<file path="config.mk">
export PLATFORM = sky130hd
export DESIGN_NAME = byte_ring_buffer_burst_unit
export DESIGN_NICKNAME = d
export VERILOG_FILES = /design/src/rtl/brb_pkg.sv /design/src/rtl/brb_lane.sv /design/src/rtl/brb_store.sv /design/src/rtl/byte_ring_buffer_burst_unit.sv
export SDC_FILE = /design/constraint.sdc
export NUM_CORES = 2
export LEC_CHECK = 0
export BUFFER_PORTS_ARGS = -buffer_cell sky130_fd_sc_hd__buf_4
export CORE_MARGIN = 5
export CORE_UTILIZATION = 44
export DETAILED_ROUTE_END_ITERATION = 10
export HOLD_SLACK_MARGIN = 0.1
export PLACE_DENSITY = 0.58
export SLEW_MARGIN = 20
export SYNTH_ARGS = -nofsm -noshare
export SYNTH_HDL_FRONTEND = slang
export SYNTH_HIERARCHICAL = 1
export SYNTH_SLANG_ARGS = --single-unit
</file>
<file path="constraint.sdc">
create_clock -name clock -period 4.8 [get_ports clock]
set_input_delay 0.72 -clock clock [delete_from_list [all_inputs] [get_ports clock]]
set_output_delay 0.72 -clock clock [all_outputs]
set_load 0.05 [all_outputs]
</file>
<file path="src/rtl/brb_pkg.sv">
package brb_pkg;

   // fixed field widths of the request and response beats
   localparam int LEN_W  = 4;
   localparam int BYTE_W = 8;
   localparam int DATA_W = 64;

   // default sizing, handed to the top level parameters
   localparam int DEF_BUF_DEPTH = 256;
   localparam int DEF_MAX_BURST = 8;

   // request kinds
   localparam logic REQ_PUSH = 1'b0;
   localparam logic REQ_POP  = 1'b1;

   // per-cycle control of the byte store port
   typedef struct packed {
      logic wr_en;
      logic rd_en;
   } store_ctl_type;

endpackage

</file>
<file path="src/rtl/brb_lane.sv">
module brb_lane import brb_pkg::*; #(
   parameter int BUF_DEPTH = DEF_BUF_DEPTH,
   parameter int LANE_IDX  = 0,
   localparam int PTR_W    = $clog2(BUF_DEPTH)
) (
   input  logic              clock,
   input  logic              load,
   input  logic [PTR_W-1:0]  base_ptr,
   input  logic [DATA_W-1:0] data_bytes,
   output logic [PTR_W-1:0]  lane_addr,
   output logic [BYTE_W-1:0] lane_byte
);

   logic [PTR_W-1:0]  addr_ff, addr_in;
   logic [BYTE_W-1:0] byte_ff, byte_in;
   logic [PTR_W:0]    addr_sum;

   // ring address of this burst position, wrapped at the buffer depth
   always_comb begin
      addr_sum = {1'b0, base_ptr} + (PTR_W+1)'(LANE_IDX);
      if (addr_sum >= (PTR_W+1)'(BUF_DEPTH)) begin
         addr_sum = addr_sum - (PTR_W+1)'(BUF_DEPTH);
      end
      addr_in = addr_sum[PTR_W-1:0];
      byte_in = data_bytes[LANE_IDX*BYTE_W +: BYTE_W];
   end

   // capture address and push byte when a request is taken
   always_ff @(posedge clock) begin
      if (load) begin
         addr_ff <= addr_in;
         byte_ff <= byte_in;
      end
   end

   assign lane_addr = addr_ff;
   assign lane_byte = byte_ff;

endmodule

</file>
<file path="src/rtl/brb_store.sv">
module brb_store import brb_pkg::*; #(
   parameter int BUF_DEPTH = DEF_BUF_DEPTH,
   localparam int PTR_W    = $clog2(BUF_DEPTH)
) (
   input  logic              clock,
   input  store_ctl_type     ctl,
   input  logic [PTR_W-1:0]  addr,
   input  logic [BYTE_W-1:0] wr_data,
   output logic [BYTE_W-1:0] rd_data
);

   logic [BYTE_W-1:0] mem [BUF_DEPTH];
   logic [BYTE_W-1:0] rd_data_ff;

   // single port: one write or one registered read per cycle
   always_ff @(posedge clock) begin
      if (ctl.wr_en) begin
         mem[addr] <= wr_data;
      end
      if (ctl.rd_en) begin
         rd_data_ff <= mem[addr];
      end
   end

   assign rd_data = rd_data_ff;

endmodule

</file>
<file path="src/rtl/byte_ring_buffer_burst_unit.sv">
// Circular byte FIFO with all-or-nothing push and pop bursts.
// Request channel: a beat is taken when start is high and busy is low.
//   req_type selects push or pop, req_burst_len gives 1..MAX_BURST bytes,
//   req_data_bytes carries push bytes packed, byte 0 in the low bits.
// Response channel: each beat is valid for one cycle with rsp_strobe high;
//   the receiver cannot stall, so every beat must be captured when shown.
// A refused request (zero or oversize length, push beyond free space, pop
//   beyond fill count) gives one beat in the cycle after the request, with
//   rsp_accepted_len zero and rsp_is_last set.
// A push writes one byte per cycle through the single-port byte store;
//   its one beat follows the last write.
// A pop reads one byte per cycle; beats appear on consecutive cycles once
//   the registered store read returns, len beats in all, the last one marked.
// busy drops during the final beat of a push or pop, so a new request can be
//   taken while that beat is shown; a refused request never raises busy.
// rsp_free_space always shows the free bytes after the current request.
// Reset empties the buffer (pointers and fill count cleared); the store
//   itself is not cleared, since only written bytes are ever read.
module byte_ring_buffer_burst_unit import brb_pkg::*; #(
   parameter int BUF_DEPTH = DEF_BUF_DEPTH,
   parameter int MAX_BURST = DEF_MAX_BURST,
   localparam int PTR_W    = $clog2(BUF_DEPTH),
   localparam int CNT_W    = $clog2(BUF_DEPTH + 1),
   localparam int STEP_W   = (MAX_BURST > 1) ? $clog2(MAX_BURST) : 1
) (
   input  logic              clock,
   input  logic              reset,
   input  logic              start,
   output logic              busy,
   input  logic              req_type,
   input  logic [LEN_W-1:0]  req_burst_len,
   input  logic [DATA_W-1:0] req_data_bytes,
   output logic              rsp_strobe,
   output logic [LEN_W-1:0]  rsp_accepted_len,
   output logic [BYTE_W-1:0] rsp_out_byte,
   output logic              rsp_is_last,
   output logic [CNT_W-1:0]  rsp_free_space
);

   typedef enum logic [2:0] {
      ST_IDLE = 3'b001,
      ST_PUSH = 3'b010,
      ST_POP  = 3'b100
   } state_type;

   state_type         state_ff, state_in;
   logic [STEP_W-1:0] step_ff, step_in;
   logic [CNT_W-1:0]  fill_ff, fill_in;
   logic [PTR_W-1:0]  wptr_ff, wptr_in;
   logic [PTR_W-1:0]  rptr_ff, rptr_in;
   logic [LEN_W-1:0]  len_ff, len_in;
   logic              rsp_strobe_ff, rsp_strobe_in;
   logic              rsp_last_ff, rsp_last_in;
   logic              rsp_pop_ff, rsp_pop_in;
   logic [LEN_W-1:0]  rsp_len_ff, rsp_len_in;

   logic              accept;
   logic              len_ok;
   logic              fit_ok;
   logic              go;
   logic              step_last;
   logic [CNT_W-1:0]  free_cnt;
   logic [PTR_W-1:0]  base_ptr;
   logic [PTR_W:0]    ptr_sum;
   logic [PTR_W-1:0]  ptr_next;
   logic [PTR_W-1:0]  lane_addr [MAX_BURST];
   logic [BYTE_W-1:0] lane_byte [MAX_BURST];
   logic [PTR_W-1:0]  sel_addr;
   logic [BYTE_W-1:0] sel_byte;
   logic [BYTE_W-1:0] rd_data;
   store_ctl_type     store_ctl;

   assign busy     = (state_ff != ST_IDLE);
   assign accept   = start && !busy;
   assign free_cnt = CNT_W'(BUF_DEPTH) - fill_ff;

   // admission check: whole burst or nothing
   always_comb begin
      len_ok = (req_burst_len != '0) && (req_burst_len <= LEN_W'(MAX_BURST));
      if (req_type == REQ_POP) begin
         fit_ok = CNT_W'(req_burst_len) <= fill_ff;
      end else begin
         fit_ok = CNT_W'(req_burst_len) <= free_cnt;
      end
      go = accept && len_ok && fit_ok;
   end

   // burst start pointer and its advance past the burst
   always_comb begin
      base_ptr = (req_type == REQ_POP) ? rptr_ff : wptr_ff;
      ptr_sum  = {1'b0, base_ptr} + (PTR_W+1)'(req_burst_len);
      if (ptr_sum >= (PTR_W+1)'(BUF_DEPTH)) begin
         ptr_sum = ptr_sum - (PTR_W+1)'(BUF_DEPTH);
      end
      ptr_next = ptr_sum[PTR_W-1:0];
   end

   // one lane per burst position: address and byte set up in parallel
   for (genvar gi = 0; gi < MAX_BURST; gi++) begin : g_lane
      brb_lane #(
         .BUF_DEPTH (BUF_DEPTH),
         .LANE_IDX  (gi)
      ) u_lane (
         .clock      (clock),
         .load       (accept),
         .base_ptr   (base_ptr),
         .data_bytes (req_data_bytes),
         .lane_addr  (lane_addr[gi]),
         .lane_byte  (lane_byte[gi])
      );
   end

   // merge: walk the lanes in burst order onto the store port
   assign sel_addr  = lane_addr[step_ff];
   assign sel_byte  = lane_byte[step_ff];
   assign step_last = (LEN_W'(step_ff) + LEN_W'(1)) == len_ff;

   always_comb begin
      store_ctl.wr_en = (state_ff == ST_PUSH);
      store_ctl.rd_en = (state_ff == ST_POP);
   end

   brb_store #(
      .BUF_DEPTH (BUF_DEPTH)
   ) u_store (
      .clock   (clock),
      .ctl     (store_ctl),
      .addr    (sel_addr),
      .wr_data (sel_byte),
      .rd_data (rd_data)
   );

   // sequencer and response beat generation
   always_comb begin
      state_in      = state_ff;
      step_in       = step_ff;
      fill_in       = fill_ff;
      wptr_in       = wptr_ff;
      rptr_in       = rptr_ff;
      len_in        = len_ff;
      rsp_strobe_in = 1'b0;
      rsp_last_in   = rsp_last_ff;
      rsp_pop_in    = rsp_pop_ff;
      rsp_len_in    = rsp_len_ff;
      case (state_ff)
         ST_IDLE: begin
            if (accept) begin
               len_in  = req_burst_len;
               step_in = '0;
               if (go) begin
                  if (req_type == REQ_POP) begin
                     state_in = ST_POP;
                     fill_in  = fill_ff - CNT_W'(req_burst_len);
                     rptr_in  = ptr_next;
                  end else begin
                     state_in = ST_PUSH;
                     fill_in  = fill_ff + CNT_W'(req_burst_len);
                     wptr_in  = ptr_next;
                  end
               end else begin
                  rsp_strobe_in = 1'b1;
                  rsp_len_in    = '0;
                  rsp_last_in   = 1'b1;
                  rsp_pop_in    = 1'b0;
               end
            end
         end
         ST_PUSH: begin
            step_in = step_ff + STEP_W'(1);
            if (step_last) begin
               state_in      = ST_IDLE;
               rsp_strobe_in = 1'b1;
               rsp_len_in    = len_ff;
               rsp_last_in   = 1'b1;
               rsp_pop_in    = 1'b0;
            end
         end
         ST_POP: begin
            step_in       = step_ff + STEP_W'(1);
            rsp_strobe_in = 1'b1;
            rsp_len_in    = len_ff;
            rsp_last_in   = step_last;
            rsp_pop_in    = 1'b1;
            if (step_last) begin
               state_in = ST_IDLE;
            end
         end
         default: begin
            state_in = ST_IDLE;
         end
      endcase
   end

   // control state
   always_ff @(posedge clock) begin
      if (reset) begin
         state_ff      <= ST_IDLE;
         fill_ff       <= '0;
         wptr_ff       <= '0;
         rptr_ff       <= '0;
         rsp_strobe_ff <= 1'b0;
      end else begin
         state_ff      <= state_in;
         fill_ff       <= fill_in;
         wptr_ff       <= wptr_in;
         rptr_ff       <= rptr_in;
         rsp_strobe_ff <= rsp_strobe_in;
      end
   end

   // burst bookkeeping and response payload
   always_ff @(posedge clock) begin
      step_ff     <= step_in;
      len_ff      <= len_in;
      rsp_last_ff <= rsp_last_in;
      rsp_pop_ff  <= rsp_pop_in;
      rsp_len_ff  <= rsp_len_in;
   end

   assign rsp_strobe       = rsp_strobe_ff;
   assign rsp_accepted_len = rsp_len_ff;
   assign rsp_is_last      = rsp_last_ff;
   assign rsp_out_byte     = rsp_pop_ff ? rd_data : '0;
   assign rsp_free_space   = free_cnt;

   // fill count never exceeds the ring depth
   a_fill_range: assert property (@(posedge clock) disable iff (reset)
      fill_ff <= CNT_W'(BUF_DEPTH))
      else $error("fill count above buffer depth");

   // a taken request always leads to work or a beat in the next cycle
   a_accept_progress: assert property (@(posedge clock) disable iff (reset)
      accept |=> (busy || rsp_strobe))
      else $error("request taken but nothing followed");

   // a refused request is a single, final beat
   a_refuse_last: assert property (@(posedge clock) disable iff (reset)
      (rsp_strobe && (rsp_accepted_len == '0)) |-> rsp_is_last)
      else $error("refused beat not marked last");

   // pop beats come back to back until the last one
   a_pop_contig: assert property (@(posedge clock) disable iff (reset)
      (rsp_strobe && !rsp_is_last) |=> rsp_strobe)
      else $error("gap inside pop burst");

   // a push writes the store only while the buffer has room for it
   a_push_room: assert property (@(posedge clock) disable iff (reset)
      (accept && (req_type == REQ_PUSH) && go) |=> (fill_ff <= CNT_W'(BUF_DEPTH)))
      else $error("push overfilled buffer");

endmodule

</file>
# Yosys cells after proc, flatten, opt, wreduce, memory -nomap -nowiden
# Memory sizes are Yosys's and may differ from the RTL's. A register that Yosys moved wholly into a read port is not among the register bits.
# Cells that the tools add are included.
# totals
mem_count,1
input_bits,72
word_cells,134
out_inout_bits,24
register_bits,170
ram_bits,2048
# classes
n_addsub,22
n_reduce_logical,16
n_mux,44
magnitude_cmp,13
n_bitwise,2
eq_ne,10
# mem_list
memory,depth,width,rd,rd_clocked_by_memory_dff,write_ports,line,text
u_store.mem,256,8,1,1,1,brb_store.sv:12,logic [BYTE_W-1:0] mem [BUF_DEPTH];
# ops
op,n
two-way mux 8 bit,15
>= comparator 9 bit (second input constant),8
subtractor 8 x 1 -> 8 bit (second input constant),9
binary-select mux 8 bit (select 3 bit),2
adder 8 x 3 -> 9 bit (second input constant),4
adder 8 x 2 -> 9 bit (second input constant),2
less-or-equal comparator 4 x 9 -> 1 bit,2
two-way mux 3 bit,5
two-way mux 1 bit,12
two-way mux 4 bit,3
one-hot mux 3 bit (2 select lines),2
one-hot mux 4 bit (3 select lines),1
AND reduction 4 bit,3
adder 8 x 1 -> 9 bit (second input constant),1
adder 8 x 4 -> 9 bit,1
adder 9 x 4 -> 9 bit,1
>= comparator 8 x 9 -> 1 bit (second input constant),1
two-way mux 9 bit,1
one-hot mux 1 bit (3 select lines),3
subtractor 9 x 4 -> 9 bit,1
subtractor 9 bit (first input constant),1
!= test 2 bit (second input constant),4
AND reduction 3 bit,2
adder 3 x 1 -> 4 bit (second input constant),1
18 further kinds,22

# Logic depth before layout (Yosys ltp)
# logic_depth
word_depth,8
ltp_mapped,14
depth_no_buf,10

# By module
# The synthesis kept the hierarchy.
# modules_own_cells
module,cells_each,seq_area_each_um2,area_per_inst_um2,instances
brb_store,3547,61739.2,78572.9,1
byte_ring_buffer_burst_unit,347,970.9,3697.3,1
brb_lane (g_lane[3].u_lane),34,480.5,608.1,1
brb_lane (g_lane[7].u_lane),34,480.5,604.3,1
brb_lane (g_lane[1].u_lane),32,480.5,596.8,1
brb_lane (g_lane[5].u_lane),31,480.5,593.1,1
brb_lane (g_lane[6].u_lane),31,480.5,585.6,1
brb_lane (g_lane[2].u_lane),28,480.5,578.1,1
brb_lane (g_lane[4].u_lane),25,480.5,558.0,1
brb_lane (g_lane[0].u_lane),16,480.5,480.5,1

# Worst setup path before layout
# No wires, ideal clock.
# synth_timing
path_type,input to register
startpoint,input port start
endpoint,register rptr_ff[5]
arrival_time_ps,3991
path_buffers,1
stages,7
setup_time_ps,128
setup_slack_ps,681
required_ps,4672
path_cell_list,and4bb_2 nand3_1 a311o_1 buf_2 nor3b_1 xnor2_1 nor2_1
# synth_via
elab_chain_len,4
# synth_rtl
element,line,text
"start, declared",byte_ring_buffer_burst_unit.sv:28,"input logic start,"
logical AND 1 bit (*),byte_ring_buffer_burst_unit.sv:74,assign accept = start && !busy;
logical AND 1 bit (2 in series),byte_ring_buffer_burst_unit.sv:85,go = accept && len_ok && fit_ok;
AND reduction 4 bit (no line) (*),-,
"end signal, assigned",byte_ring_buffer_burst_unit.sv:206,rptr_ff <= rptr_in;
"end, declared",byte_ring_buffer_burst_unit.sv:50,"logic [PTR_W-1:0] rptr_ff, rptr_in;"
# Every way passes the cells marked *; elsewhere a longest branch is shown, timed or not.
# A chain may end at the register's enable or synchronous reset.

# Worst setup path in the final report
# layout_timing
startpoint,register step_ff[0]
endpoint,"register u_store.rd_data_ff[2] (netlist: u_store/rd_data[2]) (read register of u_store.mem), data pin"
# layout_via
elab_chain_len,4
# layout_rtl
element,line,text
"start, declared",byte_ring_buffer_burst_unit.sv:47,"logic [STEP_W-1:0] step_ff, step_in;"
"start signal, assigned",byte_ring_buffer_burst_unit.sv:213,step_ff <= step_in;
inverter 3 -> 4 bit (not written as such),byte_ring_buffer_burst_unit.sv:114,assign sel_addr = lane_addr[step_ff];
binary-select mux 8 bit (select 3 bit),byte_ring_buffer_burst_unit.sv:114,
two-way mux 8 bit (not written as such) (2 in series),byte_ring_buffer_burst_unit.sv:114,
net sel_addr[1],byte_ring_buffer_burst_unit.sv:68,logic [PTR_W-1:0] sel_addr;
"end, declared",brb_store.sv:13,logic [BYTE_W-1:0] rd_data_ff;
# The timed path passes the listed nets, and every way through them passes these cells. The select of a mux whose other input is x is not followed.

==> impl_metrics.json <==
{
  "grt_max_degree": 185,
  "drv_cap": 0,
  "clk_path_buf_depth": 3,
  "rsz0062_at_grt": "false",
  "grt_usage_pct": 20.87,
  "yosys-top-cells-area": "edfxtp_1, mux4_2, a22oi_1",
  "drt-pass1-iter-count": 5,
  "vias": 43360,
  "finalHoldViolations": 0,
  "outcome": "complete, no violations",
  "cp_cell_sequence": "buf_4, mux4_2, mux2_8, buf_12, buf_4, mux4_2, a22oi_1, a21oi_1, o41ai_1, nand4_1",
  "dpl.hpwl_mm": 127.6,
  "pin_count": 96,
  "cts_buffers": 224,
  "yosysWarningCount": 6,
  "synthTopCellsByCount": "edfxtp_1, mux4_2, nor2_1",
  "syn2layout_area_growth_pct": 16.24,
  "synth_cell_types": 75,
  "ys_seq_elements": 2226,
  "worstPathArrival_ps": 5150,
  "hold_ws_ps": 184.8,
  "cpLargestDelayFamily": "multiplexers",
  "slew_headroom_pct": 19.94,
  "drive_gt1_share_pct": 29.10,
  "tns_ps": 0,
  "fin_area_um2": 101000,
  "switchingPower_mw": 12.82,
  "path_clk_slew_ps": 60,
  "clock_tree.root_cell": "clkbuf_16",
  "syn_inst": 4125,
  "slew_viol_final": 0,
  "yosys.area.top_type": "edfxtp_1",
  "die_y_um": 454.3,
  "min_path_type": "input port to flop",
  "critical_path.max_stage_delay_ps": 920,
  "synth-edff-count": 2197,
  "drtAntennaViolNets": 0,
  "yosysMostFrequentCell": "edfxtp_1",
  "ys_seq_area_share_pct": 76.61,
  "gp_congestion": 0.8020,
  "overflow": 0,
  "synth_top_area_share_pct": 75.94,
  "nNetsFinal": 4728,
  "p_comb_share_pct": 17.6,
  "endpoint_kind": "flop",
  "synth_ff_type": "edfxtp_1",
  "dp_cells": 6976,
  "worst_pin_slew_ps": 1185,
  "start_util_pct": 44.14,
  "die_w_um": 454.3,
  "clockPowerShare_pct": 35.4,
  "syn_area_um2": 86870,
  "switching_share_pct": 26.51,
  "antenna_found_initial": 3,
  "postCtsSetupRepairBufs": 0,
  "synth_area_per_cell_um2": 21.06,
  "io_buffer_count": 95,
  "htree_levels": 4,
  "period_share_pct": 95.34,
  "p_per_area_nw_per_um2": 479.0,
  "clk_latency_ps": 850,
  "p_leak_nw": 32.08,
  "worstSetupPathType": "flop to flop",
  "instances_no_fill": 7456,
  "finClkSkew_ps": 32.50,
  "cp-start-kind": "flop",
  "drc_errors": 0,
  "die_area_um2": 206400,
  "row_count": 163,
  "wl_mm": 214.5,
  "cts_sinks": 2226,
  "slowest_stage": "o41ai_1",
  "drt_iter0_markers": 4317,
  "worstPathMaxFanout": 67,
  "core_area_um2": 196800,
  "seq_power_share_pct": 47.0,
  "max_freq_mhz": 218.5,
  "cts_tree": "built",
  "fin_crit_ps": 4576,
  "required_ps": 5370,
  "cp_num_buf_inv": 3,
  "routedWlPerCell_um": 28.77,
  "peakVddDrop_uv": 364.5,
  "fin_util_pct": 51.31,
  "setup_viol_count_final": 0,
  "async_flop_share_pct": 0,
  "p_int_mw": 35.55,
  "viasPerCell": 5.816,
  "post_dp_cell_area_um2": 93100,
  "grt_pass1_wl_mm": 314.1,
  "syn-num-nets": 4225,
  "grt_pass1_vias": 44380
}
power by group through the flow:
stage          clock network [mW]  logic (mW)  registers (mW)
2_1_floorplan                   0        5.21            23.3
3_3_place_gp                    0        8.49            23.1
3_5_place_dp                    0        8.59            23.2
4_1_cts                      17.5        8.65            22.7
5_1_grt                      18.3        9.02            22.7
6_report                     17.1        8.50            22.7
path summary, 6_finish.rpt:
kind,depth (start not counted),end,slack (ps),startpoint
worst max-delay path,10,u_store/rd_data[2],220,step_ff[0]
worst min register to register,2,wptr_ff[1],470,wptr_ff[1]
worst max register to register,10,u_store/rd_data[2],220,step_ff[0]
worst min-delay path,1,len_ff[3],180,req_burst_len[3]
cell type report:
cell class / count / area (um^2)
Tap cell: 2640 / 3303
Sequential cell: 2226 / 66550
Timing Repair Buffer: 532 / 4551
Fill cell: 15550 / 95830
Multi-Input combinational cell: 1612 / 19270
Clock inverter: 139 / 1326
Antenna cell: 2 / 5.005
Inverter: 32 / 120.1
Clock buffer: 273 / 5853
kinds of logic (layout without fill, tap and decap cells):
group,after synthesis,after routing,share of synthesized area (%)
AND/OR/NAND/NOR,467,467,2.507
buffers and inverters,287,976,1.538
adder cells (fa/ha/maj),28,28,0.4292
multiplexers,579,579,14.54
XOR/XNOR,55,55,0.5631
AO/OA/AOI/OAI,483,483,3.812
flip-flops,2226,2226,76.61
other,0,2,0
routing by layer:
metal  vias up  routed length (um)  global-route usage, %
met3       312               13780                  3.205
met5         -                   0                      0
met4         0                5517                  5.636
li1      18290                   -                      -
met1     23270               89130                  29.54
met2      1491              106100                  34.17
timing repair:
item / CTS / global route
hold buffers: 66 / 0
endpoints found under the hold margin: 66 / 0
resized for setup: 1 / 3
setup endpoints to repair: 1 / 3
cloned: 0 / 0
cells in the final DEF, fill, tap and decap left out, types with 10 or more instances in the layout:
cell type	instances
clkbuf_1	46
a22oi_1	256
mux4_2	544
nor2b_1	14
inv_1	32
nand3_1	15
clkbuf_16	227
clkinvlp_4	13
dlygate4sd3_1	66
nand2_1	51
nand4_1	10
o41ai_1	27
ha_1	25
edfxtp_1	2197
or3_1	10
a21oi_1	148
nor2_1	259
mux2i_1	11
clkinv_2	40
dfxtp_1	29
clkinv_1	49
mux2_8	10
buf_12	31
xor2_1	24
bufinv_16	22
xnor2_1	30
and2_1	10
mux2_2	13
nor3_1	34
buf_4	434
nand3_2	10
flip-flops by register name (all words and copies together), names as in the netlist:
name	count
wptr_ff	8
rsp_pop_ff	1
rptr_ff	8
len_ff	4
state_ff	3
step_ff	3
rsp_is_last	1
g_lane.u_lane/lane_byte	64
u_store/mem	2048
rsp_accepted_len	4
u_store/rd_data	8
g_lane.u_lane/lane_addr	64
rsp_strobe	1
fill_ff	9
per-stage QoR:
| stage | power [mW] | setup slack (ps) |
|---|---|---|
| after floorplan | 28.49 | 681.5 |
| after global placement | 31.64 | -309.5 |
| after detailed placement | 31.75 | -27.83 |
| after CTS | 48.86 | 72.61 |
| after global routing | 50.10 | 18.88 |
| final | 48.37 | 223.7 |
Power figures use the tool's default switching activity.
